`config.mk`:
```
export PLATFORM = sky130hd
export DESIGN_NAME = bucketed_hash_table_top
export DESIGN_NICKNAME = d
export VERILOG_FILES = /design/src/rtl/core/bht_pkg.sv /design/src/rtl/core/bht_ram.sv /design/src/rtl/core/bht_mod.sv /design/src/rtl/core/bucketed_hash_table_top.sv
export SDC_FILE = /design/constraint.sdc
export NUM_CORES = 2
export LEC_CHECK = 0
export CAP_MARGIN = 20
export CORE_ASPECT_RATIO = 0.9
export CORE_MARGIN = 2
export CORE_UTILIZATION = 43
export CTS_CLUSTER_SIZE = 12
export DETAILED_ROUTE_END_ITERATION = 7
export DONT_BUFFER_PORTS = 1
export GPL_TIMING_DRIVEN = 0
export PLACE_DENSITY = 0.72
export SETUP_SLACK_MARGIN = 0.3
export SYNTH_ARGS = -nofsm -noshare
export SYNTH_HDL_FRONTEND = slang
export SYNTH_SLANG_ARGS = --single-unit
```
`constraint.sdc`:
```
create_clock -name clk_i -period 4 [get_ports clk_i]
set_input_delay 0.2 -clock clk_i [delete_from_list [all_inputs] [get_ports clk_i]]
set_output_delay 0.2 -clock clk_i [all_outputs]
set_load 0.02 [all_outputs]
```
`src/rtl/core/bht_pkg.sv`:
```
package bht_pkg;

  // Field widths fixed by the interface.
  localparam int unsigned KEY_W       = 31;
  localparam int unsigned CMD_W       = 2;
  localparam int unsigned STATUS_W    = 3;
  localparam int unsigned BIDX_W      = 4;
  localparam int unsigned SIDX_W      = 2;
  localparam int unsigned CFG_W       = 5;
  localparam int unsigned CFG_IDX_W   = 1;
  localparam int unsigned BCNT_W      = 5;
  localparam int unsigned SCNT_W      = 3;

  // Search results are capped at this many hits.
  localparam int unsigned MAX_RESULTS = 64;
  localparam int unsigned CNT_W       = $clog2(MAX_RESULTS + 1);

  // Register reset values.
  localparam logic [BCNT_W-1:0] BUCKET_COUNT_RST = 5'd16;
  localparam logic [SCNT_W-1:0] SLOTS_RST        = 3'd4;

  typedef enum logic [CMD_W-1:0] {
    CMD_INSERT = 2'd0,
    CMD_DELETE = 2'd1,
    CMD_SEARCH = 2'd2
  } cmd_e;

  typedef enum logic [STATUS_W-1:0] {
    ST_INSERTED    = 3'd0,
    ST_FULL        = 3'd1,
    ST_DELETED     = 3'd2,
    ST_DELETE_MISS = 3'd3,
    ST_SEARCH_HIT  = 3'd4,
    ST_SEARCH_MISS = 3'd5
  } status_e;

  typedef enum logic [CFG_IDX_W-1:0] {
    CFG_BUCKET_COUNT     = 1'b0,
    CFG_SLOTS_PER_BUCKET = 1'b1
  } cfg_idx_e;

endpackage

```
`src/rtl/core/bht_ram.sv`:
```
module bht_ram #(
  parameter int unsigned WIDTH = 32,
  parameter int unsigned DEPTH = 64,
  localparam int unsigned AW = $clog2(DEPTH)
) (
  input  logic             clk_i,
  input  logic             we_i,
  input  logic [AW-1:0]    waddr_i,
  input  logic [WIDTH-1:0] wdata_i,
  input  logic [AW-1:0]    raddr_i,
  output logic [WIDTH-1:0] rdata_o
);

  logic [WIDTH-1:0] mem_q [DEPTH];
  logic [WIDTH-1:0] rdata_q;

  // One write port and one registered read port.
  always_ff @(posedge clk_i) begin
    if (we_i) begin
      mem_q[waddr_i] <= wdata_i;
    end
    rdata_q <= mem_q[raddr_i];
  end

  assign rdata_o = rdata_q;

endmodule

```
`src/rtl/core/bht_mod.sv`:
```
module bht_mod import bht_pkg::*; (
  input  logic             clk_i,
  input  logic             rst_ni,
  input  logic             start_i,
  input  logic [KEY_W-1:0] dividend_i,
  input  logic [CFG_W-1:0] divisor_i,
  output logic             done_o,
  output logic [CFG_W-1:0] rem_o
);

  localparam int unsigned STEP_W = $clog2(KEY_W);

  logic              busy_q, busy_d;
  logic              done_q, done_d;
  logic [STEP_W-1:0] step_q, step_d;
  logic [KEY_W-1:0]  dvd_q, dvd_d;
  logic [CFG_W-1:0]  rem_q, rem_d;
  logic [CFG_W:0]    trial;

  // Restoring remainder, one dividend bit per cycle. The remainder stays
  // below the divisor, so the trial value is below twice the divisor.
  always_comb begin
    trial  = {rem_q, dvd_q[KEY_W-1]};
    busy_d = busy_q;
    done_d = 1'b0;
    step_d = step_q;
    dvd_d  = dvd_q;
    rem_d  = rem_q;
    if (start_i) begin
      busy_d = 1'b1;
      step_d = '0;
      dvd_d  = dividend_i;
      rem_d  = '0;
    end else if (busy_q) begin
      if (trial >= {1'b0, divisor_i}) begin
        rem_d = CFG_W'(trial - {1'b0, divisor_i});
      end else begin
        rem_d = trial[CFG_W-1:0];
      end
      dvd_d  = {dvd_q[KEY_W-2:0], 1'b0};
      step_d = step_q + STEP_W'(1);
      if (step_q == STEP_W'(KEY_W - 1)) begin
        busy_d = 1'b0;
        done_d = 1'b1;
      end
    end
  end

  always_ff @(posedge clk_i or negedge rst_ni) begin
    if (!rst_ni) begin
      busy_q <= 1'b0;
      done_q <= 1'b0;
      step_q <= '0;
    end else begin
      busy_q <= busy_d;
      done_q <= done_d;
      step_q <= step_d;
    end
  end

  always_ff @(posedge clk_i) begin
    dvd_q <= dvd_d;
    rem_q <= rem_d;
  end

  assign done_o = done_q;
  assign rem_o  = rem_q;

endmodule

```
`src/rtl/core/bucketed_hash_table_top.sv`:
```
// Bucketed hash table of 31-bit keys, BUCKETS buckets of SLOTS slots, with
// insert (forward probing to the last bucket in use, no wrap), delete in the
// home bucket only, and search over every slot in use with one result per
// hit (at most 64) or one miss result. One command is in work at a time.
// Insert and delete first compute the home bucket with a bit-serial
// remainder unit, then probe the table memory slot by slot (address, then
// registered read and compare), and emit the result through the output
// register. Search probes every slot in use from bucket zero in the same
// way. After reset a clearing pass writes all BUCKETS * SLOTS entries of
// the memory before the first command is taken; configuration writes are
// taken during it.
module bucketed_hash_table_top import bht_pkg::*; #(
  parameter int unsigned BUCKETS = 16,
  parameter int unsigned SLOTS   = 4
) (
  input  logic                 clk_i,
  input  logic                 rst_ni,
  input  logic                 cfg_we_i,
  input  logic [CFG_IDX_W-1:0] cfg_idx_i,
  input  logic [CFG_W-1:0]     cfg_wdata_i,
  input  logic                 in_valid_i,
  output logic                 in_stall_o,
  input  logic [CMD_W-1:0]     in_cmd_i,
  input  logic [KEY_W-1:0]     in_key_i,
  output logic                 out_valid_o,
  input  logic                 out_stall_i,
  output logic [STATUS_W-1:0]  out_status_o,
  output logic [BIDX_W-1:0]    out_bucket_index_o,
  output logic [SIDX_W-1:0]    out_slot_index_o,
  output logic                 out_last_o
);

  localparam int unsigned DEPTH = BUCKETS * SLOTS;
  localparam int unsigned AW    = $clog2(DEPTH);
  localparam int unsigned RAM_W = KEY_W + 1;

  typedef enum logic [6:0] {
    S_CLEAR = 7'b0000001,
    S_IDLE  = 7'b0000010,
    S_DIV   = 7'b0000100,
    S_READ  = 7'b0001000,
    S_CHECK = 7'b0010000,
    S_EMIT  = 7'b0100000,
    S_FLUSH = 7'b1000000
  } state_e;

  state_e              state_q, state_d;
  state_e              nxt_q, nxt_d;
  cmd_e                cmd_q, cmd_d;
  logic [KEY_W-1:0]    key_q, key_d;
  logic [BCNT_W-1:0]   home_q, home_d;
  logic [BCNT_W-1:0]   b_q, b_d;
  logic [SCNT_W-1:0]   s_q, s_d;
  logic [CNT_W-1:0]    cnt_q, cnt_d;
  logic                pend_q, pend_d;
  logic [BCNT_W-1:0]   pend_b_q, pend_b_d;
  logic [SCNT_W-1:0]   pend_s_q, pend_s_d;
  status_e             res_status_q, res_status_d;
  logic [BCNT_W-1:0]   res_b_q, res_b_d;
  logic [SCNT_W-1:0]   res_s_q, res_s_d;
  logic                res_last_q, res_last_d;
  logic [AW-1:0]       clr_q, clr_d;
  logic [BCNT_W-1:0]   bucket_count_q;
  logic [SCNT_W-1:0]   slots_q;
  logic                out_valid_q, out_valid_d;
  status_e             out_status_q;
  logic [BIDX_W-1:0]   out_b_q;
  logic [SIDX_W-1:0]   out_s_q;
  logic                out_last_q;
  logic                out_load;

  logic [BCNT_W-1:0]   nb;
  logic [SCNT_W-1:0]   ns;
  logic                div_start;
  logic                div_done;
  logic [CFG_W-1:0]    div_rem;
  logic                ram_we;
  logic [AW-1:0]       ram_waddr;
  logic [RAM_W-1:0]    ram_wdata;
  logic [AW-1:0]       scan_addr;
  logic [RAM_W-1:0]    ram_rdata;
  logic                hit;
  logic                slot_end;
  logic                bucket_end;
  logic [CNT_W-1:0]    cnt_inc;
  logic                search_done;

  // Configuration registers.
  always_ff @(posedge clk_i or negedge rst_ni) begin
    if (!rst_ni) begin
      bucket_count_q <= BUCKET_COUNT_RST;
      slots_q        <= SLOTS_RST;
    end else if (cfg_we_i) begin
      unique case (cfg_idx_e'(cfg_idx_i))
        CFG_BUCKET_COUNT:     bucket_count_q <= cfg_wdata_i[BCNT_W-1:0];
        CFG_SLOTS_PER_BUCKET: slots_q        <= cfg_wdata_i[SCNT_W-1:0];
        default:              ;
      endcase
    end
  end

  // Counts in use, saturated to 1..BUCKETS and 1..SLOTS.
  always_comb begin
    if (bucket_count_q == '0) begin
      nb = BCNT_W'(1);
    end else if (32'(bucket_count_q) > BUCKETS) begin
      nb = BCNT_W'(BUCKETS);
    end else begin
      nb = bucket_count_q;
    end
    if (slots_q == '0) begin
      ns = SCNT_W'(1);
    end else if (32'(slots_q) > SLOTS) begin
      ns = SCNT_W'(SLOTS);
    end else begin
      ns = slots_q;
    end
  end

  // Home bucket unit.
  bht_mod u_mod (
    .clk_i      (clk_i),
    .rst_ni     (rst_ni),
    .start_i    (div_start),
    .dividend_i (key_d),
    .divisor_i  (nb),
    .done_o     (div_done),
    .rem_o      (div_rem)
  );

  // Table memory: valid bit over key.
  assign scan_addr = AW'(32'(b_q) * SLOTS + 32'(s_q));

  bht_ram #(
    .WIDTH (RAM_W),
    .DEPTH (DEPTH)
  ) u_ram (
    .clk_i   (clk_i),
    .we_i    (ram_we),
    .waddr_i (ram_waddr),
    .wdata_i (ram_wdata),
    .raddr_i (scan_addr),
    .rdata_o (ram_rdata)
  );

  assign hit        = ram_rdata[KEY_W] && (ram_rdata[KEY_W-1:0] == key_q);
  assign slot_end   = (s_q + SCNT_W'(1)) == ns;
  assign bucket_end = (b_q + BCNT_W'(1)) == nb;
  assign cnt_inc    = cnt_q + CNT_W'(1);
  assign search_done = (cnt_inc == CNT_W'(MAX_RESULTS)) || (slot_end && bucket_end);
  assign out_load   = (state_q == S_EMIT) && (!out_valid_q || !out_stall_i);

  // Command sequencer.
  always_comb begin
    state_d      = state_q;
    nxt_d        = nxt_q;
    cmd_d        = cmd_q;
    key_d        = key_q;
    home_d       = home_q;
    b_d          = b_q;
    s_d          = s_q;
    cnt_d        = cnt_q;
    pend_d       = pend_q;
    pend_b_d     = pend_b_q;
    pend_s_d     = pend_s_q;
    res_status_d = res_status_q;
    res_b_d      = res_b_q;
    res_s_d      = res_s_q;
    res_last_d   = res_last_q;
    clr_d        = clr_q;
    div_start    = 1'b0;
    ram_we       = 1'b0;
    ram_waddr    = scan_addr;
    ram_wdata    = {1'b1, key_q};

    unique case (state_q)
      S_CLEAR: begin
        ram_we    = 1'b1;
        ram_waddr = clr_q;
        ram_wdata = '0;
        clr_d     = clr_q + AW'(1);
        if (clr_q == AW'(DEPTH - 1)) begin
          state_d = S_IDLE;
        end
      end
      S_IDLE: begin
        if (in_valid_i) begin
          cmd_d  = cmd_e'(in_cmd_i);
          key_d  = in_key_i;
          pend_d = 1'b0;
          cnt_d  = '0;
          b_d    = '0;
          s_d    = '0;
          unique case (cmd_e'(in_cmd_i))
            CMD_INSERT, CMD_DELETE: begin
              div_start = 1'b1;
              state_d   = S_DIV;
            end
            CMD_SEARCH: state_d = S_READ;
            default:    state_d = S_IDLE;
          endcase
        end
      end
      S_DIV: begin
        if (div_done) begin
          home_d  = div_rem;
          b_d     = div_rem;
          s_d     = '0;
          state_d = S_READ;
        end
      end
      S_READ: begin
        state_d = S_CHECK;
      end
      S_CHECK: begin
        // Step to the next slot, and for insert and search the next bucket.
        if (!slot_end) begin
          s_d = s_q + SCNT_W'(1);
        end else begin
          s_d = '0;
          b_d = b_q + BCNT_W'(1);
        end
        state_d = S_READ;
        unique case (cmd_q)
          CMD_INSERT: begin
            if (!ram_rdata[KEY_W]) begin
              ram_we       = 1'b1;
              ram_wdata    = {1'b1, key_q};
              res_status_d = ST_INSERTED;
              res_b_d      = b_q;
              res_s_d      = s_q;
              res_last_d   = 1'b1;
              nxt_d        = S_IDLE;
              state_d      = S_EMIT;
            end else if (slot_end && bucket_end) begin
              res_status_d = ST_FULL;
              res_b_d      = home_q;
              res_s_d      = '0;
              res_last_d   = 1'b1;
              nxt_d        = S_IDLE;
              state_d      = S_EMIT;
            end
          end
          CMD_DELETE: begin
            b_d = b_q;
            if (hit) begin
              ram_we       = 1'b1;
              ram_wdata    = {1'b0, key_q};
              res_status_d = ST_DELETED;
              res_b_d      = home_q;
              res_s_d      = s_q;
              res_last_d   = 1'b1;
              nxt_d        = S_IDLE;
              state_d      = S_EMIT;
            end else if (slot_end) begin
              res_status_d = ST_DELETE_MISS;
              res_b_d      = home_q;
              res_s_d      = '0;
              res_last_d   = 1'b1;
              nxt_d        = S_IDLE;
              state_d      = S_EMIT;
            end
          end
          default: begin
            // Search keeps one hit pending so that the final one gets last.
            if (hit) begin
              cnt_d    = cnt_inc;
              pend_d   = 1'b1;
              pend_b_d = b_q;
              pend_s_d = s_q;
              if (pend_q) begin
                res_status_d = ST_SEARCH_HIT;
                res_b_d      = pend_b_q;
                res_s_d      = pend_s_q;
                res_last_d   = 1'b0;
                nxt_d        = search_done ? S_FLUSH : S_READ;
                state_d      = S_EMIT;
              end else if (search_done) begin
                state_d = S_FLUSH;
              end
            end else if (slot_end && bucket_end) begin
              state_d = S_FLUSH;
            end
          end
        endcase
      end
      S_FLUSH: begin
        res_status_d = pend_q ? ST_SEARCH_HIT : ST_SEARCH_MISS;
        res_b_d      = pend_q ? pend_b_q : '0;
        res_s_d      = pend_q ? pend_s_q : '0;
        res_last_d   = 1'b1;
        nxt_d        = S_IDLE;
        state_d      = S_EMIT;
      end
      S_EMIT: begin
        if (out_load) begin
          state_d = nxt_q;
        end
      end
      default: state_d = S_IDLE;
    endcase
  end

  // Output register: a result waits here while the next one is worked out.
  always_comb begin
    out_valid_d = out_valid_q && out_stall_i;
    if (out_load) begin
      out_valid_d = 1'b1;
    end
  end

  always_ff @(posedge clk_i or negedge rst_ni) begin
    if (!rst_ni) begin
      state_q     <= S_CLEAR;
      nxt_q       <= S_IDLE;
      clr_q       <= '0;
      cnt_q       <= '0;
      pend_q      <= 1'b0;
      out_valid_q <= 1'b0;
    end else begin
      state_q     <= state_d;
      nxt_q       <= nxt_d;
      clr_q       <= clr_d;
      cnt_q       <= cnt_d;
      pend_q      <= pend_d;
      out_valid_q <= out_valid_d;
    end
  end

  always_ff @(posedge clk_i) begin
    cmd_q        <= cmd_d;
    key_q        <= key_d;
    home_q       <= home_d;
    b_q          <= b_d;
    s_q          <= s_d;
    pend_b_q     <= pend_b_d;
    pend_s_q     <= pend_s_d;
    res_status_q <= res_status_d;
    res_b_q      <= res_b_d;
    res_s_q      <= res_s_d;
    res_last_q   <= res_last_d;
    if (out_load) begin
      out_status_q <= res_status_q;
      out_b_q      <= res_b_q[BIDX_W-1:0];
      out_s_q      <= res_s_q[SIDX_W-1:0];
      out_last_q   <= res_last_q;
    end
  end

  assign in_stall_o         = (state_q != S_IDLE);
  assign out_valid_o        = out_valid_q;
  assign out_status_o       = out_status_q;
  assign out_bucket_index_o = out_b_q;
  assign out_slot_index_o   = out_s_q;
  assign out_last_o         = out_last_q;

  // The remainder unit only finishes while the sequencer waits for it.
  a_div_done_in_div: assert property (@(posedge clk_i) disable iff (!rst_ni)
    div_done |-> (state_q == S_DIV))
    else $error("home bucket ready outside the modulo wait");

  // The table is written only by the clearing pass or a slot check.
  a_ram_we_state: assert property (@(posedge clk_i) disable iff (!rst_ni)
    ram_we |-> (state_q == S_CLEAR || state_q == S_CHECK))
    else $error("table write outside clear or check");

  // A new result appears only after the emit step.
  a_out_from_emit: assert property (@(posedge clk_i) disable iff (!rst_ni)
    $rose(out_valid_q) |-> $past(state_q == S_EMIT))
    else $error("result shown without an emit step");

  // The hit count never passes the result cap.
  a_cnt_cap: assert property (@(posedge clk_i) disable iff (!rst_ni)
    32'(cnt_q) <= MAX_RESULTS)
    else $error("search hit count above cap");

endmodule

```
# Word level (Yosys, flattened, before mapping)
# Memories as Yosys holds them, arrays and structs flattened. A register that Yosys moved wholly into a read port is not among the register bits.
# Index checks and enable logic that the tools add are counted.
# word_totals
n_memories	1
romBits	0
inputBits	44
output_inout_bits	12
ff_bits	151
ram_bits	2048
latchBits	0
# mem_list
name	words	width	read_ports	rd_clocked_by_memory_dff	wr	line	source
u_ram.mem_q	64	32	1	1	1	bht_ram.sv:14	logic [WIDTH-1:0] mem_q [DEPTH];
# classes
n_reduce_logical	28
n_shift	0
bitwise	2
eq_ne	29
mul	0
add_sub_neg	7
div_mod_pow	0
order_cmp	3
muxes	106
# ops
operator	count
31-bit two-way mux	4
7-bit two-way mux	17
32-bit two-way mux	2
32-bit case mux with 2 select lines	1
7-bit case mux with 2 select lines	4
7-bit case mux with 7 select lines	1
5-bit two-way mux	9
3-bit two-way mux	11
31-bit equality test	1
6-bit two-way mux	5
4-bit two-way mux	7
1-bit two-way mux	24
4-bit case mux with 2 select lines	3
4-bit != test, second input constant	4
5-bit case mux with 3 select lines	1
7-bit equality test, second input constant	2
2-bit two-way mux	7
2-bit != test, second input constant	7
3-bit case mux with 2 select lines	2
5-bit by 1-bit adder with 5-bit output, second input constant	2
1-bit case mux with 2 select lines	5
5-bit AND reduction	2
3-bit case mux with 3 select lines	1
2-bit case mux with 2 select lines	2
35 further kinds	51

# Longest topological paths before layout
# depth
depth_word	11
ltp_mapped	13
depth_no_buf	13

# Modules after synthesis
# Synthesis repeated with hierarchy kept, for this count alone.
# unflattened
hier_cells	4128
area_unflattened_um2	86304.0
# by_module_without_submodules
mod	area_per_inst_um2	cells_each	n_inst
bht_ram	79039.6	3511	1
bucketed_hash_table_top	5195.0	471	1
bht_mod	2069.5	146	1

# Worst setup path after synthesis
# Ideal clock, no wire load.
# synth_path
path_type	reg-to-reg
from	register b_q[0]
to	memory u_ram.mem_q[10][0], enable pin
path_slack_ns	0.008
setup_time_ns	0.421
period_less_slack_ns	3.992
t_arrival_ns	3.571
path_stages_with_launch	9
required_time_ns	3.579
cell_sequence	edfxtp_1 > ha_1 > ha_1 > clkbuf_1 > buf_1 > nand2_1 > nand2_1 > nand2_1 > nor2_1
# synth_between
elab_chain_len	2
# synth_lines
item	line	source
start: declaration	bucketed_hash_table_top.sv:52	logic [BCNT_W-1:0] b_q, b_d;
start signal: assignment	bucketed_hash_table_top.sv:334	b_q <= b_d;
6-bit by 3-bit adder with 6-bit output	bucketed_hash_table_top.sv:132	assign scan_addr = AW'(32'(b_q) * SLOTS + 32'(s_q));
6-bit two-way mux	bucketed_hash_table_top.sv:176	unique case (state_q)
end: declaration	bht_ram.sv:14	
# Every way passes these cells.

# Final worst setup path
# layout_path
from	register s_q[1]
to	register u_ram.rdata_q[1] (netlist: u_ram.rdata_o[1]) (read register of u_ram.mem_q)
# layout_between
elab_chain_len	1
# layout_lines
item	line	source
start: declaration	bucketed_hash_table_top.sv:53	logic [SCNT_W-1:0] s_q, s_d;
start signal: assignment	bucketed_hash_table_top.sv:335	s_q <= s_d;
6-bit by 3-bit adder with 6-bit output	bucketed_hash_table_top.sv:132	
end: declaration	bht_ram.sv:15	logic [WIDTH-1:0] rdata_q;
# Every way passes these cells.
# A chain may end at the register's enable or synchronous reset.

==> tab_implementation.tex <==
\begin{tabular}{lr}
\hline
Metric & Value \\
\hline
\multicolumn{2}{l}{\textbf{Outcome}} \\
Run status & completed \\
\multicolumn{2}{l}{\textbf{Critical path}} \\
Reg2reg end & u\_ram.rdata\_o[1] \\
Internal reg-to-reg setup slack & between 0.1 and 0.15 ns \\
R2R Path Start & s\_q[1] \\
Kind of end point of the critical path & flip-flop \\
Biggest fanout along the worst timing path & 10 \\
Type of the setup path with the least slack & flip-flop to flip-flop \\
WP data required & 4.70 ns \\
Data arrival time of the critical path & between 4 and 5 ns \\
Critical path launch point type & flip-flop \\
Worst reg2reg path depth & 6 \\
\multicolumn{2}{l}{\textbf{Power}} \\
Leak Pwr & 31.7 nW \\
Power per Cell Area & 768 nW/um\^{}2 \\
Max VDD drop & roughly 0.0007 V \\
Total Power & slightly below 80 mW \\
\multicolumn{2}{l}{\textbf{Global route}} \\
Maximum number of pins on one net before global-route repair & 65 \\
All-layer global routing usage & 23.0\% \\
Number of antenna violations at the first check in global routing & 31 \\
First-pass GRT wire length & $\sim$330,000 um \\
Residual overflow from global routing & 0 \\
Vias in the first global route & between 40k and 50k \\
\multicolumn{2}{l}{\textbf{Placement}} \\
Final weighted congestion of routability-driven global placement & between 0.9 and 1 \\
Final HPWL DP & around 150,000 um \\
Post-place setup slack & -1.84 ns \\
Port Buffer Count & 0 \\
Cell area after placement & 91,700 um\^{}2 \\
\multicolumn{2}{l}{\textbf{Floorplanning}} \\
Initial standard-cell utilization of the core & between 40\% and 50\% \\
Ports placed on the boundary & 56 \\
Area of the core & between 150,000 and 200,000 um\^{}2 \\
Number of cell rows & 155 \\
DIE HEIGHT & approximately 430 um \\
Overall die area & roughly 200,000 um\^{}2 \\
Width of the chip & between 400 and 500 um \\
\multicolumn{2}{l}{\textbf{Cells and area}} \\
Final net count & about 4.2k \\
Non-Filler Cell Area, Final & 100,000 um\^{}2 \\
Synthesis-to-layout area growth & 17.3\% \\
Share of the core filled with cells in the final layout & between 50\% and 60\% \\
Ratio of cells with drive above 1 in the final layout & about 33\% \\
\multicolumn{2}{l}{\textbf{Timing}} \\
Slew Limit Fails & 0 \\
Setup repair after global routing missed its margin & true \\
Upper clock frequency limit & $\sim$0.26 GHz \\
Post-Route Skew & approximately 0.079 ns \\
Final critical path time including I/O delays and setup & between 3 and 4 ns \\
Setup-failing EPs final & 0 \\
Final Hold Viols & 0 \\
Relative max-transition margin & 21.9\% \\
Crit share post-route & a little over nine tenths \\
Slew at the pin with the worst max-slew slack & 1.17 ns \\
Worst setup slack after layout & 0.137 ns \\
\multicolumn{2}{l}{\textbf{Routing}} \\
Violation count after the first detailed-routing iteration & 7,390 \\
Wirelength per Cell & between 30 and 40 um \\
Detail-routed via count per cell & between 6 and 7 \\
Antenna viol nets, final & 0 \\
Number of iterations in the first detailed-routing pass & 8 \\
DRC violations left & 0 \\
Routed WL & roughly 240,000 um \\
Routed vias & between 40k and 50k \\
\multicolumn{2}{l}{\textbf{CTS}} \\
Total clock sinks & around 2.2k \\
CTS H-tree lvls & 4 \\
TritonCTS buffer count & 216 \\
Clock latency at the later pin of the worst-skew pair & between 0.8 and 0.9 ns \\
Buffer levels on the longest clock path & 3 \\
CTS clk-pin slew, worst paths & $\sim$0.06 ns \\
Clock Root Buffer & sky130\_fd\_sc\_hd\_\_clkbuf\_16 \\
Clock tree from TritonCTS & yes \\
\multicolumn{2}{l}{\textbf{Logic synthesis}} \\
Total of flip-flops plus latches after synthesis & about 2.2k \\
Synth unique cells & 63 \\
Mapped Cells & between 3k and 4k \\
Net count of the mapped netlist & 3,739 \\
Most frequently used flop master after synthesis & sky130\_fd\_sc\_hd\_\_edfxtp\_1 \\
Post-synthesis cell area & around 86,000 um\^{}2 \\
Post-synthesis sequential area ratio & 77.1\% \\
Synth warnings & 0 \\
Number of enable-type register cells in the synthesized netlist & between 2k and 2.5k \\
Post-synthesis average cell area & 23.2 um\^{}2 \\
FFs w/ async S/R, synth & roughly 1.8\% \\
\multicolumn{2}{l}{\textbf{Worst hold path}} \\
Count of cells along the worst hold path & 2 \\
Hold\_sp & in\_key\_i[19] \\
Hold Path End & key\_q[19] \\
Class of the most critical hold timing path & input port to flip-flop \\
\multicolumn{2}{l}{\textbf{Flow run}} \\
Max-cap violation count & 0 \\
\hline
\end{tabular}
-- how the worst max path moves through the flow --
stage,startpoint,endpoint,slack [ns]
final,s_q[1],u_ram.rdata_o[1],0.14
after global routing,s_q[1],u_ram.rdata_o[1],0.20
after CTS,b_q[0],u_ram.rdata_o[11],0.18
after detailed placement,b_q[0],u_ram.mem_q[15][11],-1.84
after global placement,b_q[0],u_ram.mem_q[60][11],-3.63
after floorplan,b_q[0],u_ram.mem_q[10][0],0.008
-- power breakdown --
part	internal [mW]	switching, mW	leakage, nW
Sequential	29.4	0.590	20.4
Combinational	10.2	18.1	8.30
Clock	10.1	8.62	3.03
-- placed cells by master, fill, tap and decap left out, types with 19 or more instances in the layout --
cell type                          n
sky130_fd_sc_hd__buf_12           91
sky130_fd_sc_hd__clkinv_1         19
sky130_fd_sc_hd__mux4_2          671
sky130_fd_sc_hd__edfxtp_1       2119
sky130_fd_sc_hd__dfrtp_1          36
sky130_fd_sc_hd__dfxtp_1          68
sky130_fd_sc_hd__buf_4           100
sky130_fd_sc_hd__nor2_1           32
sky130_fd_sc_hd__clkbuf_16       216
sky130_fd_sc_hd__xor2_1           35
sky130_fd_sc_hd__nand2_1         143
sky130_fd_sc_hd__clkbuf_2         36
sky130_fd_sc_hd__and2_2           29
sky130_fd_sc_hd__dlygate4sd3_1    54
sky130_fd_sc_hd__mux2_2           39
sky130_fd_sc_hd__buf_2            35
sky130_fd_sc_hd__clkbuf_1        129
sky130_fd_sc_hd__clkbuf_4         26
sky130_fd_sc_hd__buf_16           42
sky130_fd_sc_hd__o21ai_0          25
sky130_fd_sc_hd__nor2_4           65
-- worst max-delay path: stages (launching register included) --
cell	delay, ns
sky130_fd_sc_hd__edfxtp_1	0.41
sky130_fd_sc_hd__clkbuf_1	0.31
sky130_fd_sc_hd__clkbuf_2	0.65
sky130_fd_sc_hd__clkbuf_1	0.72
sky130_fd_sc_hd__mux4_2	0.41
sky130_fd_sc_hd__mux4_2	0.57
sky130_fd_sc_hd__mux4_2	0.63
-- per-stage QoR --
stage               instances  hold WS, ns  TNS (ns)
floorplan                3681      -0.0956         0
global placement         6350      -0.0932  -6252.44
detailed placement       6451      -0.0934  -2933.75
CTS                      6962       0.0239         0
global route             6967       0.0544         0
finish                   6973       0.0770         0
-- cells in the mapped netlist, types with 11 or more instances --
| cell type | n | share of area [%] |
|---|---|---|
| sky130_fd_sc_hd__mux4_2 | 671 | 18 |
| sky130_fd_sc_hd__mux2i_1 | 12 | 0.14 |
| sky130_fd_sc_hd__ha_1 | 13 | 0.19 |
| sky130_fd_sc_hd__nand3b_1 | 11 | 0.097 |
| sky130_fd_sc_hd__nor2_1 | 97 | 0.43 |
| sky130_fd_sc_hd__xor2_1 | 36 | 0.37 |
| sky130_fd_sc_hd__inv_1 | 17 | 0.075 |
| sky130_fd_sc_hd__nor4_1 | 13 | 0.095 |
| sky130_fd_sc_hd__and2_1 | 35 | 0.26 |
| sky130_fd_sc_hd__nand2_1 | 151 | 0.66 |
| sky130_fd_sc_hd__o21ai_0 | 25 | 0.15 |
| sky130_fd_sc_hd__clkbuf_1 | 108 | 0.47 |
| sky130_fd_sc_hd__nand3_1 | 24 | 0.14 |
| sky130_fd_sc_hd__mux2_2 | 39 | 0.51 |
| sky130_fd_sc_hd__xnor2_1 | 13 | 0.13 |
| sky130_fd_sc_hd__dfxtp_1 | 68 | 1.6 |
| sky130_fd_sc_hd__a21oi_1 | 12 | 0.070 |
| sky130_fd_sc_hd__edfxtp_1 | 2119 | 74 |
| sky130_fd_sc_hd__dfrtp_1 | 36 | 1.1 |
| sky130_fd_sc_hd__buf_2 | 47 | 0.27 |
-- logic make-up after synthesis --
group	share of synthesized area [%]
AND/OR/NAND/NOR	2.16
AO/OA/AOI/OAI	0.627
buffers and inverters	1.03
multiplexers	18.3
flip-flops	77.1
XOR/XNOR	0.529
adder cells (fa/ha/maj)	0.213
-- state kept, by name (all words and copies together) (netlist names), 6 cells and up --
signal and cells:
cnt_q 7, key_q 31, u_mod.dvd_q 31, u_ram.mem_q 2048, u_ram.rdata_o 32, clr_q 6, state_q 7
-- timing repair --
item,4_1_cts,5_1_grt
setup endpoints to repair,2080,2079
setup buffers,120,3
endpoints found under the hold margin,141,0
pin swaps,64,1
hold buffers,56,0
gates resized for setup,67,78
-- per-layer routing --
metal  vias to the layer above  track usage, %  part of all wire [%]  wire length (um)
met1                     22800            30.3                    35             83900
met2                      3344            34.8                    46            109000
li1                      16600               -                     -                 -
met5                         -               0                 0.035                83
met4                        12            10.7                   5.5             13100
met3                       616            7.69                    14             32400
-- layout make-up --
| cell class | count | area (um^2) |
|---|---|---|
| fill | 14800 | 97600 |
| sequential | 2227 | 66000 |
| multi-input combinational | 1257 | 19400 |
| clock buffer | 287 | 5730 |
| timing repair buffer | 281 | 4270 |
| tap | 2669 | 3340 |
| buffer | 180 | 958 |
| clock inverter | 48 | 563 |
| inverter | 17 | 63.8 |
| antenna | 7 | 17.5 |
(Power assumes the default switching activity.)
